$ cat config.mk
export PLATFORM = sky130hd
export DESIGN_NAME = json_string_array_parser
export DESIGN_NICKNAME = d
export VERILOG_FILES = /design/src/sv/jsap_pkg.sv /design/src/sv/json_string_array_parser.sv /design/src/sv/jsap_res_fifo.sv
export SDC_FILE = /design/constraint.sdc
export NUM_CORES = 1
export LEC_CHECK = 0
export BUFFER_PORTS_ARGS = -buffer_cell sky130_fd_sc_hd__buf_4
export CELL_PAD_IN_SITES_DETAIL_PLACEMENT = 1
export CELL_PAD_IN_SITES_GLOBAL_PLACEMENT = 1
export CORE_MARGIN = 3
export CORE_UTILIZATION = 50
export DETAILED_ROUTE_END_ITERATION = 10
export HOLD_SLACK_MARGIN = 0.12
export PLACE_DENSITY_LB_ADDON = 0.1
export SYNTH_ARGS = -nofsm -noshare
export SYNTH_HDL_FRONTEND = slang
export SYNTH_HIERARCHICAL = 1
export SYNTH_SLANG_ARGS = --single-unit
$ cat constraint.sdc
create_clock -name clk -period 7.8 [get_ports clk]
set_input_delay 1.56 -clock clk [delete_from_list [all_inputs] [get_ports clk]]
set_output_delay 1.56 -clock clk [all_outputs]
set_load 0.02 [all_outputs]
$ cat src/sv/jsap_pkg.sv
package jsap_pkg;

  // result kinds
  localparam logic [1:0] KIND_BYTE  = 2'd0;
  localparam logic [1:0] KIND_ENTRY = 2'd1;
  localparam logic [1:0] KIND_ACC   = 2'd2;
  localparam logic [1:0] KIND_ERR   = 2'd3;

  // error codes
  localparam logic [3:0] ERR_END      = 4'd0;
  localparam logic [3:0] ERR_OPEN     = 4'd1;
  localparam logic [3:0] ERR_QUOTE    = 4'd2;
  localparam logic [3:0] ERR_SEP      = 4'd3;
  localparam logic [3:0] ERR_UNTERM   = 4'd4;
  localparam logic [3:0] ERR_ESCAPE   = 4'd5;
  localparam logic [3:0] ERR_SHORT_U  = 4'd6;
  localparam logic [3:0] ERR_HEX      = 4'd7;
  localparam logic [3:0] ERR_TRAILING = 4'd8;

  // input op codes
  localparam logic OP_BYTE = 1'b0;
  localparam logic OP_END  = 1'b1;

  // most results one input request can cause
  localparam int MAX_RES = 3;

  // UTF-8 lead and continuation marks
  localparam logic [7:0] UTF_LEAD2 = 8'hC0;
  localparam logic [7:0] UTF_LEAD3 = 8'hE0;
  localparam logic [7:0] UTF_CONT  = 8'h80;
  localparam logic [5:0] UTF_MASK  = 6'h3F;

  typedef struct packed {
    logic [1:0] kind;
    logic [7:0] data;
    logic [3:0] error_code;
    logic       last;
  } res_t;

  function automatic logic is_ws(input logic [7:0] c);
    is_ws = (c == 8'h20) || (c == 8'h09) || (c == 8'h0A) || (c == 8'h0D);
  endfunction

  // hex digit decode: bit 4 flags a valid digit
  function automatic logic [4:0] hex_val(input logic [7:0] c);
    logic [7:0] d;
    d = 8'h00;
    hex_val = 5'h00;
    if (c >= 8'h30 && c <= 8'h39) begin
      d = c - 8'h30;
      hex_val = {1'b1, d[3:0]};
    end else if (c >= 8'h61 && c <= 8'h66) begin
      d = c - 8'h57;
      hex_val = {1'b1, d[3:0]};
    end else if (c >= 8'h41 && c <= 8'h46) begin
      d = c - 8'h37;
      hex_val = {1'b1, d[3:0]};
    end
  endfunction

endpackage

$ cat src/sv/json_string_array_parser.sv
// JSON string-array parser.
// Input channel (in_valid / in_stall): one request per cycle carries either a
// document byte (in_op = 0, in_data_byte) or an end-of-document marker
// (in_op = 1). Result channel (out_valid / out_stall): one result per cycle
// with out_kind, out_out_byte, out_error_code and out_last; out_last marks
// the final result of an input request.
// The first result of a request is visible the cycle after it is accepted if
// the result queue was empty. The input takes one request per cycle while
// requests yield at most one result each and the receiver keeps up. A \u
// escape whose last hex digit expands to two or three UTF-8 bytes pushes that
// many entries into the four-entry result queue, so input stalls while it
// drains.
// in_stall is driven from the queue fill level only, so it is registered
// with respect to out_stall.
// Reset: parser returns to waiting for '[' and the result queue empties.
// When the receiver stalls, results wait in the queue; once more than one
// result is pending the input stalls too. No result is dropped.
module json_string_array_parser (
  input  logic       clk,
  input  logic       rst_n,
  input  logic       in_valid,
  output logic       in_stall,
  input  logic       in_op,
  input  logic [7:0] in_data_byte,
  output logic       out_valid,
  input  logic       out_stall,
  output logic [1:0] out_kind,
  output logic [7:0] out_out_byte,
  output logic [3:0] out_error_code,
  output logic       out_last
);

  typedef enum logic [2:0] {
    PH_OPEN, PH_ITEM, PH_STR, PH_ESC, PH_HEX, PH_SEP, PH_DONE, PH_FAIL
  } phase_t;

  phase_t          phase_r, phase_nxt;
  logic [1:0]      hex_count_r, hex_count_nxt;
  logic [15:0]     code_point_r, code_point_nxt;
  logic            accept;
  logic            busy;
  logic [1:0]      res_n;
  logic [1:0]      push_n;
  jsap_pkg::res_t  res [jsap_pkg::MAX_RES];
  jsap_pkg::res_t  head;
  logic [4:0]      hv;
  logic [15:0]     cp_new;
  logic [7:0]      c;

  assign in_stall = busy;
  assign accept   = in_valid && !busy;
  assign push_n   = accept ? res_n : 2'd0;
  assign c        = in_data_byte;
  assign hv       = jsap_pkg::hex_val(c);
  assign cp_new   = {code_point_r[11:0], hv[3:0]};

  // parser step: next state and up to three results
  always_comb begin
    phase_nxt      = phase_r;
    hex_count_nxt  = hex_count_r;
    code_point_nxt = code_point_r;
    res_n          = 2'd0;
    for (int i = 0; i < jsap_pkg::MAX_RES; i++) begin
      res[i] = '0;
    end

    if (in_op == jsap_pkg::OP_END) begin
      // end of document: report and rewind
      res_n         = 2'd1;
      res[0].kind   = jsap_pkg::KIND_ERR;
      unique case (phase_r)
        PH_DONE: res[0].kind       = jsap_pkg::KIND_ACC;
        PH_FAIL: res[0].error_code = code_point_r[3:0];
        PH_STR:  res[0].error_code = jsap_pkg::ERR_UNTERM;
        PH_ESC:  res[0].error_code = jsap_pkg::ERR_ESCAPE;
        PH_HEX:  res[0].error_code = jsap_pkg::ERR_SHORT_U;
        default: res[0].error_code = jsap_pkg::ERR_END;
      endcase
      phase_nxt      = PH_OPEN;
      hex_count_nxt  = 2'd0;
      code_point_nxt = 16'd0;
    end else begin
      unique case (phase_r)
        PH_OPEN: begin
          if (c == 8'h5B) begin
            phase_nxt = PH_ITEM;
          end else if (!jsap_pkg::is_ws(c)) begin
            res_n = 2'd1;
            res[0].kind = jsap_pkg::KIND_ERR;
            res[0].error_code = jsap_pkg::ERR_OPEN;
          end
        end
        PH_ITEM: begin
          if (c == 8'h5D) begin
            phase_nxt = PH_DONE;
          end else if (c == 8'h22) begin
            phase_nxt = PH_STR;
          end else if (!jsap_pkg::is_ws(c)) begin
            res_n = 2'd1;
            res[0].kind = jsap_pkg::KIND_ERR;
            res[0].error_code = jsap_pkg::ERR_QUOTE;
          end
        end
        PH_STR: begin
          res_n = 2'd1;
          if (c == 8'h22) begin
            phase_nxt = PH_SEP;
            res[0].kind = jsap_pkg::KIND_ENTRY;
          end else if (c == 8'h5C) begin
            phase_nxt = PH_ESC;
            res_n = 2'd0;
          end else begin
            res[0].kind = jsap_pkg::KIND_BYTE;
            res[0].data = c;
          end
        end
        PH_ESC: begin
          phase_nxt   = PH_STR;
          res_n       = 2'd1;
          res[0].kind = jsap_pkg::KIND_BYTE;
          case (c)
            8'h22: res[0].data = 8'h22;
            8'h5C: res[0].data = 8'h5C;
            8'h2F: res[0].data = 8'h2F;
            8'h62: res[0].data = 8'h08;
            8'h66: res[0].data = 8'h0C;
            8'h6E: res[0].data = 8'h0A;
            8'h72: res[0].data = 8'h0D;
            8'h74: res[0].data = 8'h09;
            8'h75: begin
              phase_nxt      = PH_HEX;
              hex_count_nxt  = 2'd0;
              code_point_nxt = 16'd0;
              res_n          = 2'd0;
            end
            default: begin
              res[0].kind       = jsap_pkg::KIND_ERR;
              res[0].error_code = jsap_pkg::ERR_ESCAPE;
            end
          endcase
        end
        PH_HEX: begin
          if (!hv[4]) begin
            res_n = 2'd1;
            res[0].kind = jsap_pkg::KIND_ERR;
            res[0].error_code = jsap_pkg::ERR_HEX;
          end else if (hex_count_r != 2'd3) begin
            hex_count_nxt  = hex_count_r + 2'd1;
            code_point_nxt = cp_new;
          end else begin
            // fourth digit: emit UTF-8 encoding
            phase_nxt      = PH_STR;
            hex_count_nxt  = 2'd0;
            code_point_nxt = 16'd0;
            res[0].kind    = jsap_pkg::KIND_BYTE;
            res[1].kind    = jsap_pkg::KIND_BYTE;
            res[2].kind    = jsap_pkg::KIND_BYTE;
            if (cp_new < 16'h0080) begin
              res_n       = 2'd1;
              res[0].data = cp_new[7:0];
            end else if (cp_new < 16'h0800) begin
              res_n       = 2'd2;
              res[0].data = jsap_pkg::UTF_LEAD2 | {3'b000, cp_new[10:6]};
              res[1].data = jsap_pkg::UTF_CONT | {2'b00, cp_new[5:0] & jsap_pkg::UTF_MASK};
            end else begin
              res_n       = 2'd3;
              res[0].data = jsap_pkg::UTF_LEAD3 | {4'h0, cp_new[15:12]};
              res[1].data = jsap_pkg::UTF_CONT | {2'b00, cp_new[11:6] & jsap_pkg::UTF_MASK};
              res[2].data = jsap_pkg::UTF_CONT | {2'b00, cp_new[5:0] & jsap_pkg::UTF_MASK};
            end
          end
        end
        PH_SEP: begin
          if (c == 8'h2C) begin
            phase_nxt = PH_ITEM;
          end else if (c == 8'h5D) begin
            phase_nxt = PH_DONE;
          end else if (!jsap_pkg::is_ws(c)) begin
            res_n = 2'd1;
            res[0].kind = jsap_pkg::KIND_ERR;
            res[0].error_code = jsap_pkg::ERR_SEP;
          end
        end
        PH_DONE: begin
          if (!jsap_pkg::is_ws(c)) begin
            res_n = 2'd1;
            res[0].kind = jsap_pkg::KIND_ERR;
            res[0].error_code = jsap_pkg::ERR_TRAILING;
          end
        end
        PH_FAIL: begin
          // silent until end of document
        end
        default: begin
        end
      endcase

      // any error on a byte moves to the failed phase, code kept in code_point
      if (res_n == 2'd1 && res[0].kind == jsap_pkg::KIND_ERR) begin
        phase_nxt      = PH_FAIL;
        hex_count_nxt  = 2'd0;
        code_point_nxt = {12'h000, res[0].error_code};
      end
    end

    // flag the final result of this request
    for (int i = 0; i < jsap_pkg::MAX_RES; i++) begin
      res[i].last = (res_n == 2'(i + 1));
    end
  end

  always_ff @(posedge clk) begin
    if (!rst_n) begin
      phase_r      <= PH_OPEN;
      hex_count_r  <= 2'd0;
      code_point_r <= 16'd0;
    end else if (accept) begin
      phase_r      <= phase_nxt;
      hex_count_r  <= hex_count_nxt;
      code_point_r <= code_point_nxt;
    end
  end

  // result queue
  jsap_res_fifo u_fifo (
    .clk       (clk),
    .rst_n     (rst_n),
    .push_n    (push_n),
    .push_data (res),
    .busy      (busy),
    .out_valid (out_valid),
    .out_stall (out_stall),
    .head      (head)
  );

  assign out_kind       = head.kind;
  assign out_out_byte   = head.data;
  assign out_error_code = head.error_code;
  assign out_last       = head.last;

endmodule

$ cat src/sv/jsap_res_fifo.sv
module jsap_res_fifo (
  input  logic                clk,
  input  logic                rst_n,
  input  logic [1:0]          push_n,
  input  jsap_pkg::res_t      push_data [jsap_pkg::MAX_RES],
  output logic                busy,
  output logic                out_valid,
  input  logic                out_stall,
  output jsap_pkg::res_t      head
);

  jsap_pkg::res_t mem_r [4];
  logic [1:0] rd_ptr_r, rd_ptr_nxt;
  logic [1:0] wr_ptr_r, wr_ptr_nxt;
  logic [2:0] count_r, count_nxt;
  logic       pop;

  assign out_valid = (count_r != 3'd0);
  assign pop       = out_valid && !out_stall;
  assign head      = mem_r[rd_ptr_r];
  // a burst of three must always fit, so hold input while more than one waits
  assign busy      = (count_r > 3'd1);

  // pointer and fill count update
  always_comb begin
    rd_ptr_nxt = rd_ptr_r + {1'b0, pop};
    wr_ptr_nxt = wr_ptr_r + push_n;
    count_nxt  = count_r + {1'b0, push_n} - {2'b00, pop};
  end

  always_ff @(posedge clk) begin
    if (!rst_n) begin
      rd_ptr_r <= 2'd0;
      wr_ptr_r <= 2'd0;
      count_r  <= 3'd0;
    end else begin
      rd_ptr_r <= rd_ptr_nxt;
      wr_ptr_r <= wr_ptr_nxt;
      count_r  <= count_nxt;
    end
  end

  // entry storage, up to three writes per cycle at consecutive slots
  always_ff @(posedge clk) begin
    for (int i = 0; i < jsap_pkg::MAX_RES; i++) begin
      if (2'(i) < push_n) begin
        mem_r[wr_ptr_r + 2'(i)] <= push_data[i];
      end
    end
  end

endmodule

# [Yosys cells after proc, flatten, opt, wreduce, memory -nomap -nowiden]
# Memories as Yosys holds them, arrays and structs flattened. A register that Yosys moved wholly into a read port is not among the register bits.
# Index checks and enable logic that the tools add are counted.
[totals] reg_bits=24 latch_bits=0 mem_bits_rw=60 mem_bits_ro=0 inputBits=13 output_inout_bits=17 n_memories=1
[memory_table] memory="u_fifo.mem_r" depth=4 word_bits=15 read_ports=1 rd_clocked_by_memory_dff=1 wr=3 line="jsap_res_fifo.sv:12" rtl="jsap_pkg::res_t mem_r [4];"
[classes] add_sub_neg=10 multipliers=0 div_mod_pow=0 n_lt_le_gt_ge=12 eq_ne=36 shifts=0 mux=100 bitwise=0 reduce_logical=18
[op_table] operator="$mux W8" n=17
[op_table] operator="$eq A8 B7 Y1 const B" n=9
[op_table] operator="$mux W2" n=32
[op_table] operator="$mux W12" n=5
[op_table] operator="$pmux W7 S8" n=1
[op_table] operator="$mux W3" n=14
[op_table] operator="$eq A8 B6 Y1 const B" n=4
[op_table] operator="$pmux W2 S7" n=2
[op_table] operator="$eq A8 B4 Y1 const B" n=3
[op_table] operator="$pmux W12 S2" n=1
[op_table] operator="$pmux W4 S6" n=1
[op_table] operator="$pmux W8 S3" n=1
[op_table] operator="$pmux W3 S6" n=1
[op_table] operator="$ge A8 B7 Y1 const B" n=2
[op_table] operator="$le A8 B7 Y1 const B" n=2
[op_table] operator="$lt A16 B12 Y1 const B" n=1
[op_table] operator="$lt A16 B8 Y1 const B" n=1
[op_table] operator="$mux W1" n=16
[op_table] operator="$pmux W4 S4" n=1
[op_table] operator="$mux W5" n=3
[op_table] operator="$ne A5 B5 Y1 const B" n=3
[op_table] operator="$eq A3 B3 Y1 const B" n=4
[op_table] operator="$mux W6" n=2
[op_table] operator="$ne A4 B4 Y1 const B" n=3
[op_table] operator="31 further kinds" n=47

# [Logic depth before layout (Yosys ltp)]
# Gate-level depths: netlist of the first run.
[logic_depth] ltp_word=17 depth_mapped=19 ltp_nobuf=15

# [Cells and area by module]
# Netlist of the first run, hierarchy kept.
[modules_own_cells] mod="jsap_res_fifo" instances=1 cells_each=404 area_each_um2=3945.0 seq_area_each_um2=1941.9
[modules_own_cells] mod="json_string_array_parser" instances=1 cells_each=288 area_each_um2=2074.5 seq_area_each_um2=340.3

# [Worst setup path before layout of the first run]
# OpenSTA, ideal clock, no wires.
[synth_timing] path_type="input to register" start="in in_data_byte[0]" end="mem u_fifo/mem_r[2][0] (netlist name) (enable)" setup_time_ns=0.411 t_arrival_ns=5.198 required_ns=7.389 slack_ns=2.191 path_stages=16 path_buffers=4 path_cell_list="inv_1 -> ha_1 -> buf_2 -> o21bai_1 -> a2111oi_2 -> or2_1 -> and3_1 -> buf_2 -> o21ai_1 -> nand2b_1 -> nor2_1 -> buf_6 -> buf_6 -> o21a_1 -> nor2_1 -> a211oi_1"
[synth_rtl] item="start: declaration" line="json_string_array_parser.sv:24" rtl="input logic [7:0] in_data_byte,"
[synth_rtl] item="end: declaration" line="jsap_res_fifo.sv:12"

==> results of run 1 <==
state kept, by name (all words and copies together) (netlist names):
| name | flops |
|---|---|
| u_fifo/wr_ptr_r | 2 |
| u_fifo/mem_r | 60 |
| u_fifo/count_r | 3 |
| u_fifo/rd_ptr_r | 2 |
| code_point_r | 12 |
| phase_r | 3 |
| hex_count_r | 2 |
worst max-delay path, stage by stage:
cell       delay (ns)
buf_4            0.13
inv_1            0.12
ha_1             0.42
o21bai_1         0.13
a2111oi_2        0.80
or2_1            0.21
and3_1           0.29
o21ai_1          0.14
nand2b_1         0.23
nor2_1           0.96
nand3_1          0.91
nand2_1          0.32
a31oi_1          0.15
cell type report:
cell class              count  area [um2]  share of cell area (%)
clock buffers               9         225                    3.36
clock inverters             7        98.8                    1.47
inverters                  20        75.1                    1.12
multi-input cells         595        3560                    53.1
flip-flops and latches     84        2280                    34.0
well taps                 143         179                    2.67
repair buffers             38         285                    4.26
cells in the mapped netlist, types with 3 or more instances:
| cell | number |
|---|---|
| a21o_1 | 3 |
| buf_6 | 11 |
| ha_1 | 8 |
| and3_1 | 6 |
| o211ai_1 | 3 |
| inv_1 | 19 |
| nor2_1 | 99 |
| or3_1 | 5 |
| a21boi_0 | 3 |
| buf_2 | 19 |
| dfxtp_1 | 24 |
| a22oi_1 | 4 |
| nor3_1 | 7 |
| xnor2_1 | 4 |
| a22o_1 | 13 |
| nand2_1 | 141 |
| o21ai_0 | 18 |
| a21oi_1 | 24 |
| mux4_2 | 15 |
| nor2b_1 | 6 |
| edfxtp_1 | 60 |
| and2_1 | 8 |
| clkbuf_1 | 9 |
| nand4_1 | 5 |
| o22ai_1 | 4 |
| nand2b_1 | 8 |
| a31oi_1 | 63 |
| mux2i_1 | 4 |
| buf_4 | 9 |
| o31ai_1 | 3 |
| a211oi_1 | 8 |
| nand3_1 | 14 |
report_power, final:
part	leakage [nW]	internal, W	switching (W)
logic	1.67	0.000308	0.000446
clock network	0.156	0.000282	0.000186
registers	0.762	0.000577	0.0000816
stage by stage:
step / cell area (um2) / hold WS (ns) / cells
after floorplan: 6230 / 0.448 / 747
after global placement: 6380 / 0.460 / 880
after detailed placement: 6380 / 0.491 / 880
after CTS: 6700 / 0.501 / 896
after global routing: 6700 / 0.541 / 896
final: 6700 / 0.506 / 896
routing by layer:
| metal | up-vias | global-route usage, % | share of wire (%) |
|---|---|---|---|
| met5 | - | 0 | 0 |
| met3 | 47 | 5.17 | 5.9 |
| li1 | 2588 | - | - |
| met2 | 204 | 53.5 | 51 |
| met1 | 2759 | 38.3 | 41 |
| met4 | 0 | 12.4 | 2.9 |
kinds of logic (layout without fill, tap and decap cells):
| family | count (synthesis) | count (layout) | synth area share, % |
|---|---|---|---|
| and+or+nand+nor | 331 | 331 | 26.1 |
| adders and majority gates | 11 | 11 | 2.33 |
| xor gates and xnor gates | 5 | 5 | 0.727 |
| DFF | 84 | 84 | 37.9 |
| AOI/OAI and AO/OA | 172 | 172 | 19.8 |
| other | 1 | 56 | 0.0623 |
| muxes | 20 | 20 | 6.53 |
| buffers and inverters | 68 | 74 | 6.57 |
final timing paths:
| kind | to | slack [ns] |
|---|---|---|
| worst max-delay path | u_fifo/mem_r[0][4]$_DFFE_PP_ | 1.49 |
| worst min-delay path | hex_count_r[1]$_SDFFE_PN0P_ | 0.51 |
| worst max register to register | u_fifo/mem_r[0][4]$_DFFE_PP_ | 3.24 |
| worst min register to register | hex_count_r[1]$_SDFFE_PN0P_ | 0.51 |
==> run summary, run 1 <==
TritonCTS Sinks -> 84
Vias in the first global route -> 5901
Core footprint -> 11600 um2
Synth area leaders -> edfxtp_1 (30%), nand2_1 (8.8%), dfxtp_1 (8.0%), a31oi_1 (6.5%), nor2_1 (6.2%)
Grt total ovfl -> 0
LEAKAGE -> 2.58 nW
Layout area overhead -> 11.4%
Worst Path Required -> 7.86 ns
Critical Path Source -> in_data_byte[0]
RSZ-0062 raised after global routing -> false
Setup WS pre-CTS -> 1.29 ns
Worst Slack Setup Final -> 1.49 ns
Row cnt -> 39
Setup Fix Bufs, Post-CTS -> 0
Max_cap viols -> 0
Max VDD drop -> 205 uV
Final Core Density -> 57.7%
Commonest non-fill, non-tap cells in the layout -> nand2_1 (141), nor2_1 (99), a31oi_1 (63), edfxtp_1 (60), conb_1 (56)
Die X -> 116 um
Worst Tran Pin Value -> 1.22 ns
I/O pins -> 30
DR iter-0 viols -> 519
Cell count after synthesis -> 692
Largest net degree at the start of global routing -> 31
Overall Global Routing Usage -> 30.8%
Clock transition at path regs -> 0.07 ns
Worst skew pair latency -> 0.34 ns
Max-slew headroom -> 18.4%
Filler instances -> 1384
Crit Reg-Reg Startpoint -> phase_r[2]$_SDFFE_PN0P_
Flops & latches, synth -> 84
Syn Area/Cell -> 8.70 um2
HPWL after DPL -> 13300 um
WP data arrival -> 6.38 ns
Initial Utilization -> 51.8%
Pwr/cell area -> 281 nW/um2
Wire length per cell -> 21.8 um
CTS hold repair buffers -> 0
Mapped cell area -> 6020 um2
Yosys top cell area share -> 29.9%
Vias per cell -> 6.25
Die H -> 116 um
Clock Tree Buf Depth -> 2
Routed Antenna Nets -> 0
DRC viols -> 0
Number of flops mapped to enable cells by yosys -> 60
Worst Hold Depth -> 2
GP Congestion -> 0.913
Antenna violations before repair -> 0
Total chip power -> 0.00188 W
Crit path launch type -> input pin
Nets -> 770
Fin Setup TNS -> 0 ns
Number of port buffers -> 29
Num CTS Buffers -> 9
First-pass iteration count of the detailed router -> 5
Final slew viol count -> 0
Unique masters post-synth -> 87
Minimum clock period -> 6.31 ns
Yosys top cell by area -> edfxtp_1
Layout cell share with drive strength beyond 1 -> 12.1%
Most common cell after layout, fill and taps aside -> nand2_1
Top_reg_cell synth -> edfxtp_1
WL final -> 19600 um
Min-delay src -> hex_count_r[1]$_SDFFE_PN0P_
Period utilization -> 80.9%
Worst hold path type -> flip-flop to flip-flop
CP Class -> input pin to flip-flop
First-pass GRT wire length -> 31600 um
Final setup vio count -> 0
Via count -> 5598
CTS tree -> built
N_diodes -> 0
DIE AREA -> 13400 um2
Yosys warning total -> 6
Crit. End Element -> flip-flop
Max H-tree Level -> 3
Post-CTS sizing -> 0
Highest clock rate -> 158 MHz
Worst-path fanout max -> 18
Root Driver -> clkbuf_16
Skew final -> 0.00449 ns
Final hold violations -> 0
FF-to-FF path depth -> 9
Seq/Total Area, Yosys -> 37.9%
Status -> finished clean
Synth async-reset ratio -> 0%
Note: power is estimated with default switching activity, not from simulation.
==> run 2, diff against run 1 <==
ABC_AREA = 1   (was not set)
CORE_UTILIZATION = 40   (was 50)
clock period = 5.3 ns   (was 7.8 ns; I/O delays follow)
==> run 2 against run 1 <==
Effect of this change: clock skew rose by 0.0058 ns; sequential power rose by 49%; cell count rose by 38%; non-clock buffer count rose by 2; critical path type unchanged; critical path depth rose by 6; hold slack got worse by 0.0073 ns; worst setup slack got worse by 0.82 ns; die area rose by 30%; first-iteration DRC count fell by 36%; global-route usage fell by 4.8 points; wire length rose by 16%.
==> run summary, run 2 <==
Mux cell area share after synthesis -> 0%
Cell count after synthesis -> 980
Worst-path fanout max -> 32
Largest net degree at the start of global routing -> 35
Vias in the first global route -> 6530
DIE AREA -> 17400 um2
Final hold violations -> 0
Crit. End Element -> flip-flop
I/O pins -> 30
Area occupied by multi-input gates -> 3520 um2
Core footprint -> 15400 um2
Cell with the most instances after synthesis -> nand2_1
Commonest cells in the synthesized netlist -> nand2_1 (342), nor2_1 (121), inv_1 (102), nand3_1 (95), o21ai_0 (62)
Row cnt -> 45
Crit path launch type -> input pin
Clock transition at path regs -> 0.06 ns
Initial Utilization -> 41.2%
Die H -> 132 um
Register Area -> 2280 um2
Die X -> 132 um
Num CTS Buffers -> 9
Pwr/cell area -> 445 nW/um2
Compound-Gate Fraction of Synth Area -> 11.3%
Final setup vio count -> 0
Filler instances -> 2073
Max-slew headroom -> 36.6%
CP Class -> input pin to flip-flop
Routed Antenna Nets -> 0
Final slew viol count -> 0
HPWL after DPL -> 16300 um
Number of flops mapped to enable cells by yosys -> 60
Layout area overhead -> 12.8%
Worst Tran Pin Value -> 0.951 ns
Number of port buffers -> 29
Root Driver -> clkbuf_16
Yosys top cell area share -> 28.4%
Max H-tree Level -> 3
Layout cell share with drive strength beyond 1 -> 8.85%
Largest family of logic cells by synthesized area -> simple AND/OR/NAND/NOR gates
Antenna violations before repair -> 0
Setup WS pre-CTS -> 0.405 ns
CTS tree -> built
WL final -> 22600 um
Flops & latches, synth -> 84
Fin cells -> 1239
Synth async-reset ratio -> 0%
Top_reg_cell synth -> edfxtp_1
Seq/Total Area, Yosys -> 36.0%
Top Registers -> u_fifo/mem_r (60), code_point_r (12)
Setup Fix Bufs, Post-CTS -> 0
Vias per cell -> 5.31
First-pass iteration count of the detailed router -> 5
Via count -> 6584
Unique masters post-synth -> 41
Mapped cell area -> 6330 um2
Minimum clock period -> 4.63 ns
Period utilization -> 87.3%
First-pass GRT wire length -> 35900 um
Grt total ovfl -> 0
Most common cell after layout, fill and taps aside -> nand2_1
N_diodes -> 0
Xor and xnor fraction of the mapped netlist area -> 0.277%
LEAKAGE -> 3.34 nW
Nets -> 1046
TritonCTS Sinks -> 84
Dpl cells -> 1224
CTS hold repair buffers -> 0
Synth area leaders -> edfxtp_1 (28%), nand2_1 (20%), dfxtp_1 (7.6%), nand3_1 (7.5%), nor2_1 (7.2%)
Worst Slack Setup Final -> 0.671 ns
Max_cap viols -> 0
Max VDD drop -> 206 uV
Status -> finished clean
Syn Area/Cell -> 6.46 um2
RSZ-0062 raised after global routing -> false
Worst hold path type -> flip-flop to flip-flop
Skew final -> 0.0102 ns
Most flop-heavy register -> u_fifo/mem_r
Wire length per cell -> 18.2 um
Simple-Gate Fraction of Synth Area -> 40.1%
Yosys top cell by area -> edfxtp_1
Overall Global Routing Usage -> 26.1%
Yosys warning total -> 6
DR iter-0 viols -> 334
Post-CTS sizing -> 0
Commonest non-fill, non-tap cells in the layout -> nand2_1 (342), nor2_1 (121), inv_1 (102), nand3_1 (95), o21ai_0 (62)
Worst skew pair latency -> 0.35 ns
Highest clock rate -> 216 MHz
Clock Tree Buf Depth -> 2
Max reg flops -> 60
Post-synthesis adder-cell area fraction -> 1.90%
Fin Setup TNS -> 0 ns
DRC viols -> 0
GP Congestion -> 0.941
WP data arrival -> 4.69 ns
Worst Path Required -> 5.36 ns
-- run 2: critical path, stage by stage --
cell and delay, ns:
buf_4 0.13, inv_1 0.11, ha_1 0.23, o21ai_1 0.07, a21oi_1 0.20, inv_1 0.14, nand2_1 0.13, nand2_1 0.18
nor2_1 0.16, inv_1 0.08, nor2_1 0.14, inv_1 0.10, nor3_1 0.55, nand3_2 0.12, buf_4 0.26, inv_2 0.31
nand2_2 0.35, nand3_1 0.22, o21ai_0 0.14
-- run 2: worst paths after layout --
path / startpoint / end / slack, ns / cells after the start
setup / recovery: in_data_byte[0] / u_fifo/mem_r[1][0]$_DFFE_PP_ / 0.67 / 19
hold / removal: hex_count_r[1]$_SDFFE_PN0P_ / hex_count_r[1]$_SDFFE_PN0P_ / 0.50 / 2
setup reg to reg: phase_r[2]$_SDFFE_PN0P_ / u_fifo/mem_r[1][0]$_DFFE_PP_ / 0.94 / 16
hold reg to reg: hex_count_r[1]$_SDFFE_PN0P_ / hex_count_r[1]$_SDFFE_PN0P_ / 0.50 / 2
-- run 2: metrics by stage --
step	instance area, um2	power [W]	hold WS, ns	util [%]
floorplan	6460	0.00196	0.456	-
global placement	6810	0.00243	0.478	44.3
detailed placement	6810	0.00246	0.488	44.3
CTS	7140	0.00320	0.504	46.5
global route	7140	0.00340	0.531	46.5
finish	7140	0.00318	0.499	46.5
-- run 2: routing by layer --
layer	vias to the layer above	share of wire (%)	track usage [%]
met3	44	4.6	4.39
met1	3159	44	33.6
met2	170	48	44.4
met5	-	0	0
met4	0	3.1	8.98
li1	3211	-	-
-- run 2: logic make-up after synthesis --
group | after synthesis
other | 1
DFF | 84
adders and majority gates | 9
and+or+nand+nor | 595
xor gates and xnor gates | 2
buffers and inverters | 157
AOI/OAI and AO/OA | 132
-- run 2: cell type report --
cell class	instances	share of cell area, %
clock inverter	6	1.58
tap	211	3.70
timing repair buffer	40	4.20
sequential	84	31.9
multi-input combinational	773	49.3
clock buffer	9	3.15
inverter	116	6.15
-- run 2: report_power, final --
| part | total (W) | switching [W] | internal [W] |
|---|---|---|---|
| clock network | 0.000728 | 0.000268 | 0.000460 |
| registers | 0.000978 | 0.0000976 | 0.000881 |
| logic | 0.00147 | 0.00100 | 0.000468 |
